<file path="src/rtl/core/first_fit_bitmap_allocator_core_assert.svh">
// assertion macros shared by the allocator rtl
`ifndef FIRST_FIT_BITMAP_ALLOCATOR_CORE_ASSERT_SVH
`define FIRST_FIT_BITMAP_ALLOCATOR_CORE_ASSERT_SVH

// condition implies consequence in the same cycle
`define FAB_ASSERT_NOW(label, clk, rst_n, ante, cons) \
    label: assert property (@(posedge clk) disable iff (!rst_n) (ante) |-> (cons)) \
        else $error("allocator check failed");

// condition implies consequence in the following cycle
`define FAB_ASSERT_NEXT(label, clk, rst_n, ante, cons) \
    label: assert property (@(posedge clk) disable iff (!rst_n) (ante) |=> (cons)) \
        else $error("allocator check failed");

`endif

</file>
<file path="src/rtl/core/fab_pkg.sv">
// shared types and constants of the first-fit bitmap allocator
package fab_pkg;

    // map geometry
    localparam int CAPACITY_DEFAULT = 256;
    localparam int WORD_BITS        = 8;
    localparam int WORD_SH          = $clog2(WORD_BITS);

    // field widths
    localparam int START_W  = 8;
    localparam int LEN_W    = 9;
    localparam int STATUS_W = 2;
    localparam int GRANT_W  = 8;
    localparam int COUNT9_W = 9;
    localparam int SUM_W    = 48;
    localparam int OPS_W    = 32;

    // packed beat widths
    localparam int IN_DATA_W  = 24;
    localparam int IN_USER_W  = 1;
    localparam int OUT_DATA_W = 120;
    localparam int OUT_PAD_W  = OUT_DATA_W - GRANT_W - 3 * COUNT9_W - SUM_W - OPS_W;

    // request kinds
    localparam logic MODE_ALLOC = 1'b0;
    localparam logic MODE_FREE  = 1'b1;

    typedef enum logic [STATUS_W-1:0] {
        STATUS_OK       = 2'd0,
        STATUS_NO_SPACE = 2'd1,
        STATUS_BAD_FREE = 2'd2
    } status_t;

    typedef enum logic [3:0] {
        ST_INIT,
        ST_IDLE,
        ST_SEARCH,
        ST_VERIFY,
        ST_MARK_PRIME,
        ST_MARK,
        ST_EXT_PRIME,
        ST_EXT,
        ST_FINISH
    } state_t;

endpackage

</file>
<file path="src/rtl/core/first_fit_bitmap_allocator_core.sv">
// first-fit allocator over an occupancy bitmap held in ram, one 8-bit word examined per cycle
// after reset a clearing pass zeroes all CAPACITY/8 words (rounded up); no beat taken then
// allocate: accept, search word by word, prime, mark word by word, finish
// free: accept, verify each word, prime, clear each word, prime, extent scan word by word
// from the top down, finish; one request at a time, the ram's single read port sets the pace
// reset is asynchronous active low and clears control, counters and statistics
`include "first_fit_bitmap_allocator_core_assert.svh"

module first_fit_bitmap_allocator_core #(
    parameter int CAPACITY = fab_pkg::CAPACITY_DEFAULT
) (
    input  logic                            clk,
    input  logic                            rst_n,
    input  logic                            s_tvalid,
    output logic                            s_tready,
    // block_start [7:0], block_length [16:8], zero pad above
    input  logic [fab_pkg::IN_DATA_W-1:0]   s_tdata,
    // mode [0]
    input  logic [fab_pkg::IN_USER_W-1:0]   s_tuser,
    output logic                            m_tvalid,
    input  logic                            m_tready,
    // granted_start [7:0], extent [16:8], peak_extent [25:17], units_in_use [34:26],
    // extent_sum [82:35], operation_count [114:83], zero pad above
    output logic [fab_pkg::OUT_DATA_W-1:0]  m_tdata,
    // status [1:0]
    output logic [fab_pkg::STATUS_W-1:0]    m_tuser
);

    import fab_pkg::*;

    localparam int WORDS = (CAPACITY + WORD_BITS - 1) / WORD_BITS;
    localparam int WAW   = (WORDS > 1) ? $clog2(WORDS) : 1;
    localparam int XW    = WAW + WORD_SH;
    localparam int CW    = $clog2(CAPACITY + 1);
    localparam logic [WAW-1:0] LAST_WORD = WAW'(WORDS - 1);
    localparam logic [XW:0]    CAP_X     = (XW + 1)'(CAPACITY);

    // registers
    state_t                state_reg, state_next;
    logic [WAW-1:0]        word_reg, word_next;
    logic [CW-1:0]         run_reg, run_next;
    logic [XW-1:0]         lo_reg, lo_next;
    logic [XW-1:0]         hi_reg, hi_next;
    logic [CW-1:0]         len_reg, len_next;
    logic                  mode_reg, mode_next;
    status_t               status_reg, status_next;
    logic [CW-1:0]         ext_new_reg, ext_new_next;
    logic [CW-1:0]         ext_reg, ext_next;
    logic [CW-1:0]         peak_reg, peak_next;
    logic [CW-1:0]         units_reg, units_next;
    logic [SUM_W-1:0]      sum_reg, sum_next;
    logic [OPS_W-1:0]      count_reg, count_next;
    logic                  m_tvalid_reg, m_tvalid_next;
    logic [OUT_DATA_W-1:0] out_data_reg, out_data_next;
    status_t               out_status_reg, out_status_next;

    // ram ports
    logic                  wr_en;
    logic [WAW-1:0]        rd_addr;
    logic [WORD_BITS-1:0]  wr_data;
    logic [WORD_BITS-1:0]  rd_data;

    // request fields
    logic                  in_mode;
    logic [START_W-1:0]    in_start;
    logic [LEN_W-1:0]      in_len;
    logic                  accept;
    logic                  alloc_fits;
    logic                  free_fits;
    logic [XW-1:0]         start_idx;

    // word evaluation
    logic [XW-1:0]         base_idx;
    logic [XW-1:0]         bit_idx [WORD_BITS];
    logic [WORD_BITS-1:0]  bit_occ;
    logic [WORD_BITS-1:0]  range_mask;
    logic                  found_v;
    logic [XW-1:0]         hit_v;
    logic [CW-1:0]         run_v;
    logic [XW-1:0]         top_v;
    logic [CW-1:0]         ext_scan;
    logic [XW-1:0]         lo_prime;
    logic                  at_hi;
    logic                  out_free;
    logic [CW-1:0]         alloc_ext;
    logic [SUM_W:0]        sum_wide;

    fab_ram #(
        .WIDTH (WORD_BITS),
        .DEPTH (WORDS)
    ) u_map (
        .clk     (clk),
        .wr_en   (wr_en),
        .wr_addr (word_reg),
        .wr_data (wr_data),
        .rd_addr (rd_addr),
        .rd_data (rd_data)
    );

    // unpack the request beat
    assign in_mode    = s_tuser[0];
    assign in_start   = s_tdata[START_W-1:0];
    assign in_len     = s_tdata[START_W +: LEN_W];
    assign accept     = s_tvalid && s_tready;
    assign alloc_fits = (32'(in_len) <= 32'(CAPACITY));
    assign free_fits  = ((32'(in_start) + 32'(in_len)) <= 32'(CAPACITY));
    assign start_idx  = XW'(in_start);

    // per-bit unit index, occupancy and range mask of the word on the read port
    assign base_idx = {word_reg, {WORD_SH{1'b0}}};
    always_comb
    begin
        for (int b = 0; b < WORD_BITS; b++)
        begin
            bit_idx[b]    = base_idx + XW'(b);
            bit_occ[b]    = rd_data[b] || ({1'b0, bit_idx[b]} >= CAP_X);
            range_mask[b] = (bit_idx[b] >= lo_reg) && (bit_idx[b] <= hi_reg);
        end
    end

    // free run search through the word
    always_comb
    begin
        run_v   = run_reg;
        found_v = 1'b0;
        hit_v   = '0;
        for (int b = 0; b < WORD_BITS; b++)
        begin
            if (!found_v)
            begin
                if (bit_occ[b])
                begin
                    run_v = '0;
                end
                else
                begin
                    run_v = run_v + CW'(1);
                    if (run_v == len_reg)
                    begin
                        found_v = 1'b1;
                        hit_v   = bit_idx[b];
                    end
                end
            end
        end
    end

    // highest used unit of the word
    always_comb
    begin
        top_v = base_idx;
        for (int b = 0; b < WORD_BITS; b++)
        begin
            if (rd_data[b])
            begin
                top_v = bit_idx[b];
            end
        end
    end

    assign ext_scan  = CW'(top_v) + CW'(1);
    assign lo_prime  = (mode_reg == MODE_ALLOC) ? (hi_reg - XW'(len_reg) + XW'(1)) : lo_reg;
    assign at_hi     = (word_reg == hi_reg[XW-1:WORD_SH]);
    assign out_free  = !m_tvalid_reg || m_tready;
    assign alloc_ext = ((CW'(hi_reg) + CW'(1)) > ext_reg) ? (CW'(hi_reg) + CW'(1)) : ext_reg;
    assign sum_wide  = {1'b0, sum_reg} + (SUM_W + 1)'(ext_new_reg);

    // next state
    always_comb
    begin
        state_next = state_reg;
        case (state_reg)
            ST_INIT:
            begin
                if (word_reg == LAST_WORD)
                begin
                    state_next = ST_IDLE;
                end
            end
            ST_IDLE:
            begin
                if (accept)
                begin
                    if (in_mode == MODE_ALLOC)
                    begin
                        state_next = (in_len == '0 || !alloc_fits) ? ST_FINISH : ST_SEARCH;
                    end
                    else
                    begin
                        state_next = (in_len == '0 || !free_fits) ? ST_FINISH : ST_VERIFY;
                    end
                end
            end
            ST_SEARCH:
            begin
                if (found_v)
                begin
                    state_next = ST_MARK_PRIME;
                end
                else if (word_reg == LAST_WORD)
                begin
                    state_next = ST_FINISH;
                end
            end
            ST_VERIFY:
            begin
                if ((rd_data & range_mask) != range_mask)
                begin
                    state_next = ST_FINISH;
                end
                else if (at_hi)
                begin
                    state_next = ST_MARK_PRIME;
                end
            end
            ST_MARK_PRIME:
            begin
                state_next = ST_MARK;
            end
            ST_MARK:
            begin
                if (at_hi)
                begin
                    state_next = (mode_reg == MODE_ALLOC) ? ST_FINISH : ST_EXT_PRIME;
                end
            end
            ST_EXT_PRIME:
            begin
                state_next = ST_EXT;
            end
            ST_EXT:
            begin
                if (rd_data != '0 || word_reg == '0)
                begin
                    state_next = ST_FINISH;
                end
            end
            ST_FINISH:
            begin
                if (out_free)
                begin
                    state_next = ST_IDLE;
                end
            end
            default:
            begin
                state_next = ST_INIT;
            end
        endcase
    end

    // ram control and handshake outputs
    always_comb
    begin
        s_tready = 1'b0;
        wr_en    = 1'b0;
        wr_data  = '0;
        rd_addr  = word_reg;
        case (state_reg)
            ST_INIT:
            begin
                wr_en = 1'b1;
            end
            ST_IDLE:
            begin
                s_tready = 1'b1;
                rd_addr  = (in_mode == MODE_ALLOC) ? '0 : start_idx[XW-1:WORD_SH];
            end
            ST_SEARCH, ST_VERIFY:
            begin
                rd_addr = word_reg + WAW'(1);
            end
            ST_MARK_PRIME:
            begin
                rd_addr = lo_prime[XW-1:WORD_SH];
            end
            ST_MARK:
            begin
                rd_addr = word_reg + WAW'(1);
                wr_en   = 1'b1;
                wr_data = (mode_reg == MODE_ALLOC) ? (rd_data | range_mask)
                                                   : (rd_data & ~range_mask);
            end
            ST_EXT_PRIME:
            begin
                rd_addr = LAST_WORD;
            end
            ST_EXT:
            begin
                rd_addr = word_reg - WAW'(1);
            end
            default:
            begin
                rd_addr = word_reg;
            end
        endcase
    end

    // datapath next values
    always_comb
    begin
        word_next       = word_reg;
        run_next        = run_reg;
        lo_next         = lo_reg;
        hi_next         = hi_reg;
        len_next        = len_reg;
        mode_next       = mode_reg;
        status_next     = status_reg;
        ext_new_next    = ext_new_reg;
        ext_next        = ext_reg;
        peak_next       = peak_reg;
        units_next      = units_reg;
        sum_next        = sum_reg;
        count_next      = count_reg;
        m_tvalid_next   = m_tvalid_reg && !m_tready;
        out_data_next   = out_data_reg;
        out_status_next = out_status_reg;
        case (state_reg)
            ST_INIT:
            begin
                word_next = word_reg + WAW'(1);
            end
            ST_IDLE:
            begin
                if (accept)
                begin
                    mode_next    = in_mode;
                    len_next     = CW'(in_len);
                    run_next     = '0;
                    word_next    = '0;
                    lo_next      = '0;
                    hi_next      = '0;
                    status_next  = STATUS_OK;
                    ext_new_next = ext_reg;
                    if (in_mode == MODE_ALLOC)
                    begin
                        if (!alloc_fits)
                        begin
                            status_next = STATUS_NO_SPACE;
                        end
                    end
                    else
                    begin
                        if (!free_fits)
                        begin
                            status_next = STATUS_BAD_FREE;
                        end
                        lo_next   = start_idx;
                        hi_next   = XW'(32'(in_start) + 32'(in_len) - 32'd1);
                        word_next = start_idx[XW-1:WORD_SH];
                    end
                end
            end
            ST_SEARCH:
            begin
                run_next = run_v;
                if (found_v)
                begin
                    hi_next = hit_v;
                end
                else if (word_reg == LAST_WORD)
                begin
                    status_next = STATUS_NO_SPACE;
                end
                else
                begin
                    word_next = word_reg + WAW'(1);
                end
            end
            ST_VERIFY:
            begin
                if ((rd_data & range_mask) != range_mask)
                begin
                    status_next = STATUS_BAD_FREE;
                end
                else if (!at_hi)
                begin
                    word_next = word_reg + WAW'(1);
                end
            end
            ST_MARK_PRIME:
            begin
                lo_next   = lo_prime;
                word_next = lo_prime[XW-1:WORD_SH];
            end
            ST_MARK:
            begin
                if (!at_hi)
                begin
                    word_next = word_reg + WAW'(1);
                end
                else if (mode_reg == MODE_ALLOC)
                begin
                    ext_new_next = alloc_ext;
                end
            end
            ST_EXT_PRIME:
            begin
                word_next = LAST_WORD;
            end
            ST_EXT:
            begin
                if (rd_data != '0)
                begin
                    ext_new_next = ext_scan;
                end
                else if (word_reg == '0)
                begin
                    ext_new_next = '0;
                end
                else
                begin
                    word_next = word_reg - WAW'(1);
                end
            end
            ST_FINISH:
            begin
                if (out_free)
                begin
                    // commit statistics on success
                    if (status_reg == STATUS_OK)
                    begin
                        ext_next   = ext_new_reg;
                        peak_next  = (ext_new_reg > peak_reg) ? ext_new_reg : peak_reg;
                        units_next = (mode_reg == MODE_ALLOC) ? (units_reg + len_reg)
                                                              : (units_reg - len_reg);
                        sum_next   = sum_wide[SUM_W] ? {SUM_W{1'b1}} : sum_wide[SUM_W-1:0];
                        count_next = (count_reg == {OPS_W{1'b1}}) ? count_reg
                                                                  : (count_reg + OPS_W'(1));
                    end
                    // load the result beat
                    m_tvalid_next   = 1'b1;
                    out_status_next = status_reg;
                    out_data_next   = {
                        {OUT_PAD_W{1'b0}},
                        count_next,
                        sum_next,
                        COUNT9_W'(units_next),
                        COUNT9_W'(peak_next),
                        COUNT9_W'(ext_next),
                        ((status_reg == STATUS_OK && mode_reg == MODE_ALLOC)
                            ? GRANT_W'(lo_reg) : {GRANT_W{1'b0}})
                    };
                end
            end
            default:
            begin
                word_next = word_reg;
            end
        endcase
    end

    // control and statistics registers
    always_ff @(posedge clk or negedge rst_n)
    begin
        if (!rst_n)
        begin
            state_reg    <= ST_INIT;
            word_reg     <= '0;
            ext_reg      <= '0;
            peak_reg     <= '0;
            units_reg    <= '0;
            sum_reg      <= '0;
            count_reg    <= '0;
            m_tvalid_reg <= 1'b0;
        end
        else
        begin
            state_reg    <= state_next;
            word_reg     <= word_next;
            ext_reg      <= ext_next;
            peak_reg     <= peak_next;
            units_reg    <= units_next;
            sum_reg      <= sum_next;
            count_reg    <= count_next;
            m_tvalid_reg <= m_tvalid_next;
        end
    end

    // request payload and result beat registers
    always_ff @(posedge clk)
    begin
        run_reg        <= run_next;
        lo_reg         <= lo_next;
        hi_reg         <= hi_next;
        len_reg        <= len_next;
        mode_reg       <= mode_next;
        status_reg     <= status_next;
        ext_new_reg    <= ext_new_next;
        out_data_reg   <= out_data_next;
        out_status_reg <= out_status_next;
    end

    assign m_tvalid = m_tvalid_reg;
    assign m_tdata  = out_data_reg;
    assign m_tuser  = out_status_reg;

    // checks
    `FAB_ASSERT_NEXT(a_one_at_a_time, clk, rst_n, accept, !s_tready)
    `FAB_ASSERT_NOW(a_peak_covers_extent, clk, rst_n, 1'b1, peak_reg >= ext_reg)
    `FAB_ASSERT_NOW(a_units_in_map, clk, rst_n, 1'b1, units_reg <= CW'(CAPACITY))
    `FAB_ASSERT_NOW(a_no_space_no_grant, clk, rst_n, m_tvalid && m_tuser == STATUS_NO_SPACE, m_tdata[GRANT_W-1:0] == '0)

endmodule

</file>
<file path="src/rtl/core/fab_ram.sv">
// generic single-write, single-read ram with registered read data
module fab_ram #(
    parameter int WIDTH = 8,
    parameter int DEPTH = 32
) (
    input  logic                                   clk,
    input  logic                                   wr_en,
    input  logic [((DEPTH > 1) ? $clog2(DEPTH) : 1)-1:0] wr_addr,
    input  logic [WIDTH-1:0]                       wr_data,
    input  logic [((DEPTH > 1) ? $clog2(DEPTH) : 1)-1:0] rd_addr,
    output logic [WIDTH-1:0]                       rd_data
);

    logic [WIDTH-1:0] mem [DEPTH];

    // write port
    always_ff @(posedge clk)
    begin
        if (wr_en)
        begin
            mem[wr_addr] <= wr_data;
        end
    end

    // registered read port
    always_ff @(posedge clk)
    begin
        rd_data <= mem[rd_addr];
    end

endmodule
</file>
<file path="config.mk">
export PLATFORM = sky130hd
export DESIGN_NAME = first_fit_bitmap_allocator_core
export DESIGN_NICKNAME = d
export VERILOG_FILES = /design/src/rtl/core/fab_pkg.sv /design/src/rtl/core/first_fit_bitmap_allocator_core.sv /design/src/rtl/core/fab_ram.sv
export VERILOG_INCLUDE_DIRS = /design/src /design/src/rtl/core
export SDC_FILE = /design/constraint.sdc
export NUM_CORES = 1
export LEC_CHECK = 0
export BUFFER_PORTS_ARGS = -buffer_cell sky130_fd_sc_hd__buf_2
export CORE_MARGIN = 2
export CORE_UTILIZATION = 35
export DETAILED_ROUTE_END_ITERATION = 10
export PLACE_DENSITY = 0.51
export SKIP_CTS_REPAIR_TIMING = 1
export SYNTH_ARGS = -nofsm -noshare
export SYNTH_HDL_FRONTEND = slang
export SYNTH_SLANG_ARGS = --single-unit
export TNS_END_PERCENT = 100
</file>
<file path="constraint.sdc">
create_clock -name clk -period 9.2 [get_ports clk]
set_input_delay 1.38 -clock clk [delete_from_list [all_inputs] [get_ports clk]]
set_output_delay 1.38 -clock clk [all_outputs]
set_load 0.01 [all_outputs]
</file>
==> results of run 1 <==
-- cell type report --
cell class	instances	share of cell area
inverter	95	0.0100
timing repair buffer	389	0.0706
clock buffer	71	0.0423
multi-input combinational	2018	0.395
clock inverter	34	0.0148
sequential	544	0.427
tap	1155	0.0394
-- metal layers --
metal / part of all wire / up-vias
li1: - / 11011
met1: 0.45 / 11499
met2: 0.47 / 617
met3: 0.054 / 149
met4: 0.026 / 12
met5: 0.00077 / -
-- final timing paths --
path | from | endpoint | depth (start not counted)
setup / recovery | run_reg[1] | word_reg[4] | 35
hold / removal | count_reg[20] | count_reg[20] | 1
setup reg to reg | run_reg[1] | word_reg[4] | 35
hold reg to reg | count_reg[20] | count_reg[20] | 1
max in group asynchronous | rst_n | units_reg[3] | 2
min in group asynchronous | rst_n | sum_reg[1] | 1
-- through the flow --
| step | util | cell area [µm²] | total power, mW | setup TNS [ps] |
|---|---|---|---|---|
| 2_1_floorplan | - | 30900 | 7.56 | 0 |
| 3_3_place_gp | 0.395 | 34400 | 9.46 | 0 |
| 3_5_place_dp | 0.395 | 34400 | 9.55 | 0 |
| 4_1_cts | 0.419 | 36500 | 12.1 | 0 |
| 5_1_grt | 0.421 | 36700 | 12.9 | -65.7 |
| 6_report | 0.421 | 36700 | 12.1 | 0 |
-- layout by cell type, fill, tap and decap left out, drive strengths merged, types with 44 or more instances in the layout --
cell | synthesis | layout
edfxtp | 419 | 419
buf | 51 | 389
nand2 | 330 | 330
nor2 | 250 | 250
xnor2 | 153 | 153
o21ai | 136 | 136
dfrtp | 117 | 117
a21oi | 103 | 103
nand3 | 96 | 96
inv | 87 | 88
ha | 85 | 85
clkbuf | 95 | 71
xor2 | 68 | 68
mux4 | 65 | 65
nor3 | 62 | 62
a31oi | 53 | 53
nand4 | 44 | 44
-- cells by family after synthesis --
kind of cell,synth area share
DFF,0.508
buffers and inverters,0.0317
AOI/OAI and AO/OA,0.127
other,0.000122
muxes,0.0737
xor gates and xnor gates,0.0678
adders and majority gates,0.0371
and+or+nand+nor,0.155
-- power by group --
part,total [mW],leakage [nW],switching [mW],internal (mW)
logic,5.96,7.50,3.46,2.50
registers,3.60,5.21,0.412,3.18
clock network,2.52,1.00,1.00,1.52
==> run summary, run 1 <==
For this run, global-route usage on met1 was measured as 0.271. The core region is between 80000 and 90000 µm². The die span in x is between 300 and 400 µm. The maximum level of the CTS H-tree is 2. The number of enable-type register cells in the synthesized netlist is roughly 420. The first global-routing pass estimated 138000 µm of wire. The critical path class is register to register. The number of placed I/O pins is approximately 150. The site row count is approximately 110. The routing usage on met2 is 0.326. The TritonCTS clock tree is done. The final weighted congestion of routability-driven global placement is roughly 0.90. The worst setup path is captured at a register. Sorting the synthesized cells by how often they occur yields sky130_fd_sc_hd__edfxtp_1, sky130_fd_sc_hd__nand2_1, sky130_fd_sc_hd__nor2_1, sky130_fd_sc_hd__xnor2_1, sky130_fd_sc_hd__o21ai_0. The combined global-route utilization of all metal layers is 0.198.

The fraction of synthesis flops using an asynchronous set or reset pin came out at 0.215. The number of unique standard cell types used by synthesis came out at between 100 and 150. The power per cell area came out at between 300 and 400 nW/µm². The routed wire length came out at between 90000 and 100000 µm. For this block, the initial DRC count from the detailed router was roughly 1800.

The most instantiated flip-flop cell in the synthesis netlist is sky130_fd_sc_hd__edfxtp_1. The final worst-path cycle share is 0.956. The worst setup path is launched from a register. The largest fanout of any net on the critical path is 6. The initial cell density of the core came out at 0.355. In the global route stage, met3 resource usage came out at 0.0312. The final-stage net count came out at between 3000 and 4000. The sequential cell area is about 16000 µm². The worst hold path belongs to the class register to register. STA puts the critical path data arrival time at just over 9000 ps. Across the VDD grid, the largest voltage drop is about 0.20 mV. The upper clock frequency limit came out at around 0.11 GHz. The via count of the first global-routing pass is 22948. The fraction of synthesized cell area taken by the top area cell type came out at 0.408.

The leakage power of the design came out at between 10 and 15 nW. The post-synthesis instance area is 30900 µm². The number of antenna-violating nets in the routed design is 0.

The clock network latency to the later pin of the worst-skew pair is around 650 ps. The worst-case clock buffer depth is 3. The number of I/O port buffers came out at 140.

The total overflow left after global routing is 0. In this run the most used layer during global routing was met2. Yosys attributes the largest share of cell area to sky130_fd_sc_hd__edfxtp_1, sky130_fd_sc_hd__dfrtp_1, sky130_fd_sc_hd__mux4_2. The fraction of the yosys area taken by sequential cells is 0.508. The per-instance average area after synthesis is ~11 µm². The delay contributed by the slowest stage of the critical path is roughly 470 ps. The initial antenna violation count is 6. The clock sink count is about 540. The tool flagged a number of max-cap violations equal to 0.

At the pin with the least slew margin, the transition time is 1160 ps. In this design, the critical path's most frequently occurring cell is sky130_fd_sc_hd__buf_4. The number of cells in the design after placement is 4194.

The post-place setup slack came out at approximately 200 ps. The detailed-router iteration count before antenna repair is 6. The post-route worst setup slack is around 400 ps.

Of the cells placed in the final design, the portion with a size suffix greater than 1 is 0.218. The register with the most flip-flops in the layout has ~260 of them. After the flow finishes, the layout carries non-filler instances totaling roughly 4300. After detailed routing, the average wire length per cell comes to 21.1 µm. The flow ran to the end, and the final reports show no timing, DRC or antenna violations. The detailed-route DRC error count is 0. The total of flip-flops plus latches after synthesis came out at around 540.

Clock-pin slew was measured on the worst setup and hold paths at ~60 ps. The setup-violating endpoint count in the final report came out at 0. The worst relative slew slack came out at 0.224.

The die boundary height is around 300 µm. Summing all multi-input logic gate instances after layout gives ~14000 µm². The root buffer cell chosen for the clock tree is sky130_fd_sc_hd__clkbuf_16. The family with the most delay on the worst path is simple AND/OR/NAND/NOR gates.

The cell type with the highest aggregate area in the netlist is sky130_fd_sc_hd__edfxtp_1. The final clock skew came out at about 73 ps. The pin count of the biggest net entering global routing is 173. The final count of pins violating max slew came out at 0.

The final-report hold violation count came out at 0. The cell count after synthesis came out at 2799. Final hold analysis gives a worst-case slack of 505 ps.

The via count came out at approximately 23000. The most common cell in the netlist is sky130_fd_sc_hd__edfxtp_1. The number of buffers added by the clock tree synthesis step is between 50 and 60. The critical path data required time came out at a little under 10000 ps. The half-perimeter wire length after detailed placement is ~66000 µm. The final critical-path required period is roughly 9000 ps. The number of buffer and inverter stages on the critical path is 8.

The count of antenna diodes in the layout came out at 0. The slack of the worst reg-to-reg path is about 410 ps. The area growth from synthesis to layout is 18.8%. The slowest stage of the critical path belongs to the cell sky130_fd_sc_hd__or4_4.

The Yosys warning count came out at 0. The filler cell count came out at a little over 8000. The die covers between 90000 and 100000 µm². Using the TritonRoute via totals, the vias-per-cell ratio works out to approximately 5.4.
Note: power is estimated with default switching activity, not from simulation.
==> inputs of run 2 (changes only) <==
--- a/config.mk
+++ b/config.mk
@@ -13,2 +13,3 @@
 export PLACE_DENSITY = 0.51
+export REMOVE_ABC_BUFFERS = 1
 export SKIP_CTS_REPAIR_TIMING = 1
==> constraint.sdc (replaced) <==
create_clock -name clk -period 9.2 [get_ports clk]
set_input_delay 0.46 -clock clk [delete_from_list [all_inputs] [get_ports clk]]
set_output_delay 0.46 -clock clk [all_outputs]
set_load 0.01 [all_outputs]
==> run 2 against run 1 <==
  * Maximum frequency rose by 1.5%
  * Clock skew fell by 42 ps
  * Clock-buffer cell count fell by 7
  * Hold slack got worse by 460 ps
  * Power fell by 2.9%
  * Critical endpoint is now word_reg[2]
  * Largest cell class unchanged
  * Highest routed layer unchanged
==> run summary, run 2 (same netlist as run 1, synthesis figures left out) <==
The worst setup path is launched from a register. The maximum level of the CTS H-tree came out at 2. The upper clock frequency limit came out at between 0.1 and 0.15 GHz.

The met3 wirelength from detailed routing is 5120 µm. The initial antenna violation count came out at 3. The flow ran to the end, and the final reports show no timing, DRC or antenna violations. Of the total power, registers draw 0.306. The worst relative slew slack is 0.222. TritonCTS built the clock tree. After the first detailed-routing iteration, the DRC count stood at approximately 1800.

The final count of pins violating max slew is 0. The via count of the first global-routing pass was 22576. The clock-pin slew on the worst setup and hold paths came out at around 70 ps. The area growth from synthesis to final layout came out at 16.8%.

The net load switching power is roughly 4.9 mW. The finished cells cover between 30000 and 40000 µm². The dominant cell type by count on the critical path is sky130_fd_sc_hd__buf_4. The half-perimeter wire length after detailed placement came out at 64900 µm. The floorplan step defined a core boundary enclosing 87000 µm². Summed over all failing endpoints, the final setup total negative slack is 0 ps. The worst hold-check slack is 45.0 ps.

The routed wire length is 90200 µm. The worst min-delay path category is primary input to register. The worst setup path is captured at a register. The switching part of the total came out at 0.416. The overall die area is 90600 µm².

The routed length per instance is around 21 µm. The final weighted congestion of routability-driven global placement came out at just over 0.9. The final-report hold violation count is 0. After detailed routing, the number of vias per cell comes to between 5 and 6. The via count came out at between 20000 and 25000. Across all setup checks in the final design, the least slack found is between 500 and 600 ps. The highest layer touched by signal routing is met5. The site row count is 108. Of the cells placed in the final design, the portion with a size suffix greater than 1 is 0.203. Of the total power, combinational logic draws 0.502.

The clock sink count is ~540. The routed wire length on met2 came out at between 30000 and 40000 µm. The combined global-route utilization of all metal layers came out at 0.196. STA puts the critical path data required time at ~9800 ps. The delay contributed by the slowest stage of the critical path is between 400 and 500 ps. The flip-flop count of the largest register, all copies and words added came out at between 200 and 300. The detailed-router iteration count before antenna repair came out at 7.

Power spread over the standard cell area amounts to approximately 330 nW/µm². Counting the fill cells in the layout gives roughly 8400. The setup-violating endpoint count in the final report is 0. The number of cells in the design after placement came out at roughly 4200. In the finished design, the share of the clock period the worst path needs comes to 0.942. The count of buffers added on input and output ports is between 100 and 150. In this run the cell area measured after placement is 34100 µm². The top cell types in the final layout, fill and taps aside, are sky130_fd_sc_hd__edfxtp_1, sky130_fd_sc_hd__nand2_1, sky130_fd_sc_hd__nor2_1. The detailed-route DRC error count came out at 0. The slew of the pin with the lowest slew margin is 1160 ps. The initial cell density of the core came out at 0.355.

The clock network latency to the later pin of the worst-skew pair came out at between 600 and 700 ps. The number of buffers added by the clock tree synthesis step is between 50 and 60. The number of placed I/O pins is ~150. The number of antenna-violating nets in the routed design is 0. The final-stage net count is 3181. Entering global routing, the biggest net connects approximately 170 pins. The final critical-path required period is ~8700 ps.

Counting along the longest clock path gives a buffer depth of 3. The portion of total power attributed to the clock network came out at 0.192. Between clock sinks in the finished design, the worst skew comes to 31.5 ps. The length of routed wiring on met1 is between 40000 and 50000 µm. The post-place setup slack came out at roughly 86 ps.

The die boundary height came out at between 300 and 400 µm. Clock tree synthesis selected as its root buffer the cell sky130_fd_sc_hd__clkbuf_16. The repair_antennas step left the layout with diodes totalling 0. The peak supply drop is 0.225 mV.

The overflow left after global routing is 0. The most common library cell in the layout ignoring fill and taps is sky130_fd_sc_hd__edfxtp_1. The largest fanout of any net on the critical path came out at 8. The post-route non-filler standard cell count is between 4000 and 5000. The number of violations of the max-capacitance limit came out at 0. The leakage power of the design came out at between 10 and 15 nW. The arrival time at the worst endpoint came out at between 9000 and 10000 ps. The critical path class is register to register.

The first global-routing pass estimated 137000 µm of wire. The die span in x came out at 301 µm. The design internal power is roughly 6.9 mW. The slowest stage of the critical path is the sky130_fd_sc_hd__or4_4 cell.
==> run 2: cell types whose count changed in the layout (fill, tap and decap cells not counted), moves of 3 or more <==
cell,delta
sky130_fd_sc_hd__buf_4,-42
sky130_fd_sc_hd__clkbuf_8,-3
sky130_fd_sc_hd__clkinv_2,+3
sky130_fd_sc_hd__bufinv_16,-6
sky130_fd_sc_hd__clkinv_1,+8
sky130_fd_sc_hd__clkbuf_16,-4
==> run 2: path summary, 6_finish.rpt <==
check                              from      endpoint  slack [ps]  depth (start not counted)
max reg2reg                  run_reg[1]   word_reg[2]         540                         33
min                          s_tdata[8]    len_reg[0]          40                          1
max in group asynchronous         rst_n  units_reg[1]        7440                          3
max                          run_reg[1]   word_reg[2]         540                         33
min reg2reg                units_reg[8]  units_reg[8]         500                          2
min in group asynchronous         rst_n   sum_reg[21]         350                          2
==> run 2: final cells by class <==
class	instances	area, µm²	share of cell area
inverters	95	367	0.0102
flip-flops and latches	544	15700	0.435
repair buffers	349	2300	0.0639
clock inverters	38	387	0.0107
clock buffers	64	1410	0.0391
multi-input cells	2018	14500	0.401
well taps	1155	1450	0.0401
==> run 2: power groups by stage <==
stage               clock network (mW)  registers, mW  logic [mW]
floorplan                            0           3.60        3.98
global placement                     0           3.62        5.77
detailed placement                   0           3.64        5.83
CTS                               2.30           3.60        5.86
global route                      2.40           3.64        6.47
finish                            2.25           3.59        5.89
==> run 2: layer usage <==
metal | up-vias | GRT usage
met5 | - | 0
met4 | 6 | 0.0505
met3 | 126 | 0.0289
met2 | 677 | 0.299
met1 | 11341 | 0.291
li1 | 10934 | -
==> run 2: through the flow <==
stage / power (mW) / utilization
floorplan: 7.58 / -
global placement: 9.40 / 0.391
detailed placement: 9.48 / 0.391
CTS: 11.8 / 0.412
global route: 12.5 / 0.414
finish: 11.7 / 0.414
==> run 2: critical path, delay by kind of cell (launching register included) <==
kind	cells	cell delay, ps
and+or+nand+nor	12	3330
AOI/OAI and AO/OA	10	2330
buffers and inverters	7	1290
xor gates and xnor gates	2	510
DFF	1	430
adders and majority gates	1	430
muxes	1	280
==> inputs of run 3 (changes only) <==
- PLACE_DENSITY: 0.51 -> 0.49
- REMOVE_ABC_BUFFERS: 1 -> not set
- clock period: 9.2 -> 9.7 ns (I/O delays scaled with it)
==> run 3 against run 2 <==
  * Hold slack better by 41 ps
  * Critical path depth decreased by 2
  * Sequential share of layout area up 0.64 points
  * Global-route usage increased by 0.11 points
  * Critical endpoint is now word_reg[4]
  * Via count shrank 0.60%
  * Largest power group unchanged
  * Die area unchanged
  * Clock skew rose by 25 ps
  * First-iteration DRC count is 1.0% lower
  * Maximum frequency decreased by 4.6%
==> run summary, run 3 (same netlist as run 1, synthesis figures left out) <==
The design internal power is roughly 6.5 mW. In the layout the commonest cells are sky130_fd_sc_hd__edfxtp_1, sky130_fd_sc_hd__nand2_1, sky130_fd_sc_hd__nor2_1. The worst setup path startpoint is run_reg[0]. The worst setup path is captured at a register. The peak supply drop came out at roughly 0.23 mV. The maximum level of the CTS H-tree came out at 2.

The area of the core is roughly 87000 µm². The via count of the first global-routing pass is about 23000. The portion of total power attributed to the clock network came out at 0.202. The type of element launching the critical path is a register. The cell family contributing the most delay on the critical path is compound AO/OA/AOI/OAI gates. The area growth from synthesis to final layout is 15.1%. The count of antenna diodes in the layout is 0. The clock network latency to the later pin of the worst-skew pair is roughly 670 ps. The root buffer cell is sky130_fd_sc_hd__clkbuf_16.

The number of clock buffers added by TritonCTS is 58. The die covers 90600 µm². The half-perimeter wire length after detailed placement came out at 65100 µm. The proportion of layout cells with a drive suffix above 1 came out at 0.181.

For this run, global-route usage on met1 was measured as 0.274. After floorplanning, the core was divided into ~110 placement rows. The critical path class is register to register. The final clock skew came out at approximately 56 ps. For the pin with the worst max-slew slack, the measured transition is ~1200 ps. The final critical-path required period is around 9100 ps. Entering global routing, the biggest net connects approximately 180 pins. The detailed-route DRC error count is 0.

The via count is around 23000. At the placement stage, the worst setup path has a slack of 287 ps. The startpoint identified for the worst hold timing path is s_tdata[15]. The wire length of the first global-routing pass is ~140000 µm. The portion of total power attributed to combinational logic came out at 0.491.

The worst-case clock buffer depth came out at 3. The leakage power of the design is roughly 13 nW. The worst relative slew slack came out at 0.199.

For this run, global-route usage on met3 was measured as 0.0308. The library cell used most frequently in the layout, excluding fill and tap cells, is sky130_fd_sc_hd__edfxtp_1. The number of vias per cell after detailed routing came out at about 5.5.

The final weighted congestion of routability-driven global placement came out at slightly above 0.9. The setup-violating endpoint count in the final report came out at 0. The first detailed-routing pass took 7 iterations. The flip-flop count of the largest register, all copies and words added is roughly 260.

The register share of total power came out at 0.306. The clock sink count came out at roughly 540. The number of I/O port buffers is 140. The initial cell density of the core came out at 0.355.

The delay contributed by the slowest stage of the critical path came out at 560 ps. Static timing analysis puts the maximum clock frequency at 0.110 GHz. Across the whole layout, storage elements account for 15700 µm². The switching part of the total is 0.414. After global routing, the most crowded layer is met2. The initial antenna violation count came out at 5. The number of antenna-violating nets in the routed design is 0. The final worst-path cycle share came out at 0.936. After layout, the worst setup slack is between 600 and 700 ps. The final-stage net count is 3102.

The overflow left after global routing is 0. The area of combinational cells with multiple inputs is approximately 14000 µm². Setup repair after global routing left no endpoint under its margin.

The power per cell area came out at 313 nW/µm². Across every metal layer, demand over resource in global routing totals 0.197. The worst min-delay path category is primary input to register. The final count of pins violating max slew came out at 0. The number of violations of the max-capacitance limit is 0. TritonCTS built the clock tree. The die span in x is between 300 and 400 µm.

The routing usage on met2 is 0.321. In this run the count of I/O pins placed on the die edge is 153. The worst hold-check slack is 86.5 ps. The filler cell count is about 8400. The clock-pin slew on the worst setup and hold paths is approximately 70 ps. The run finished with clean final reports. The routed length per instance is 21.6 µm. The largest fanout of any net on the critical path is 12. For this design, the slowest cell found on the critical path is sky130_fd_sc_hd__or4_1. The net load switching power came out at roughly 4.6 mW. The number of buffer and inverter stages on the critical path came out at 3. The die boundary height is ~300 µm. Excluding fillers, the count of instances in the completed layout stands at between 4000 and 5000. After the first detailed-routing iteration, the DRC count stood at roughly 1800. After detailed routing, the total wire length is around 91000 µm.

The critical path data required time is between 10000 and 15000 ps. The total negative slack for setup checks is 0 ps. The worst register-to-register path begins at run_reg[0].

The number of cells in the design after placement is 4071. The arrival time at the worst endpoint came out at around 9600 ps. The final-report hold violation count came out at 0.
[run 3: cell count changes in the layout (fill, tap and decap cells not counted), moves of 3 or more]
cell                        change
sky130_fd_sc_hd__clkbuf_1       +6
sky130_fd_sc_hd__clkinv_1       -6
sky130_fd_sc_hd__buf_4         -81
sky130_fd_sc_hd__clkbuf_16      +3
sky130_fd_sc_hd__clkbuf_8       +3
[run 3: worst register-to-register path, delay by kind of cell, from the launching register on]
kind / cells / cell delay (ps)
AO/OA/AOI/OAI: 13 / 3240
XOR/XNOR: 2 / 490
adder cells (fa/ha/maj): 2 / 710
buffers and inverters: 3 / 640
flip-flops: 1 / 530
multiplexers: 3 / 920
AND/OR/NAND/NOR: 8 / 2490
[run 3: power groups by stage]
stage	Combinational, mW	Sequential, mW	Clock [mW]
floorplan	3.88	3.29	0
global placement	5.37	3.43	0
detailed placement	5.43	3.44	0
CTS	5.46	3.40	2.30
global route	6.00	3.45	2.38
finish	5.46	3.40	2.25
[run 3: final cells by class]
cell class / instances / share of cell area
inverter: 95 / 0.0103
multi-input combinational: 2018 / 0.406
clock inverter: 32 / 0.0108
timing repair buffer: 267 / 0.0472
tap: 1155 / 0.0407
sequential: 544 / 0.441
clock buffer: 76 / 0.0436
[run 3: metrics by stage]
step / instance area (µm²) / util / power (mW)
2_1_floorplan: 30900 / - / 7.17
3_3_place_gp: 33400 / 0.384 / 8.80
3_5_place_dp: 33400 / 0.384 / 8.87
4_1_cts: 35400 / 0.407 / 11.2
5_1_grt: 35500 / 0.408 / 11.8
6_report: 35500 / 0.408 / 11.1
[run 3: metal layers]
| layer | share of wire | up-vias |
|---|---|---|
| met4 | 0.025 | 10 |
| met5 | 0.00064 | - |
| met1 | 0.46 | 11405 |
| met2 | 0.47 | 643 |
| li1 | - | 10759 |
| met3 | 0.054 | 128 |
[run 3: final timing paths]
kind	endpoint	slack, ps	depth (start not counted)
max in group asynchronous	units_reg[6]	7960	3
worst max register to register	word_reg[4]	620	31
min in group asynchronous	sum_reg[20]	410	2
worst min-delay path	len_reg[7]	90	1
worst min register to register	units_reg[8]	500	2
worst max-delay path	word_reg[4]	620	31
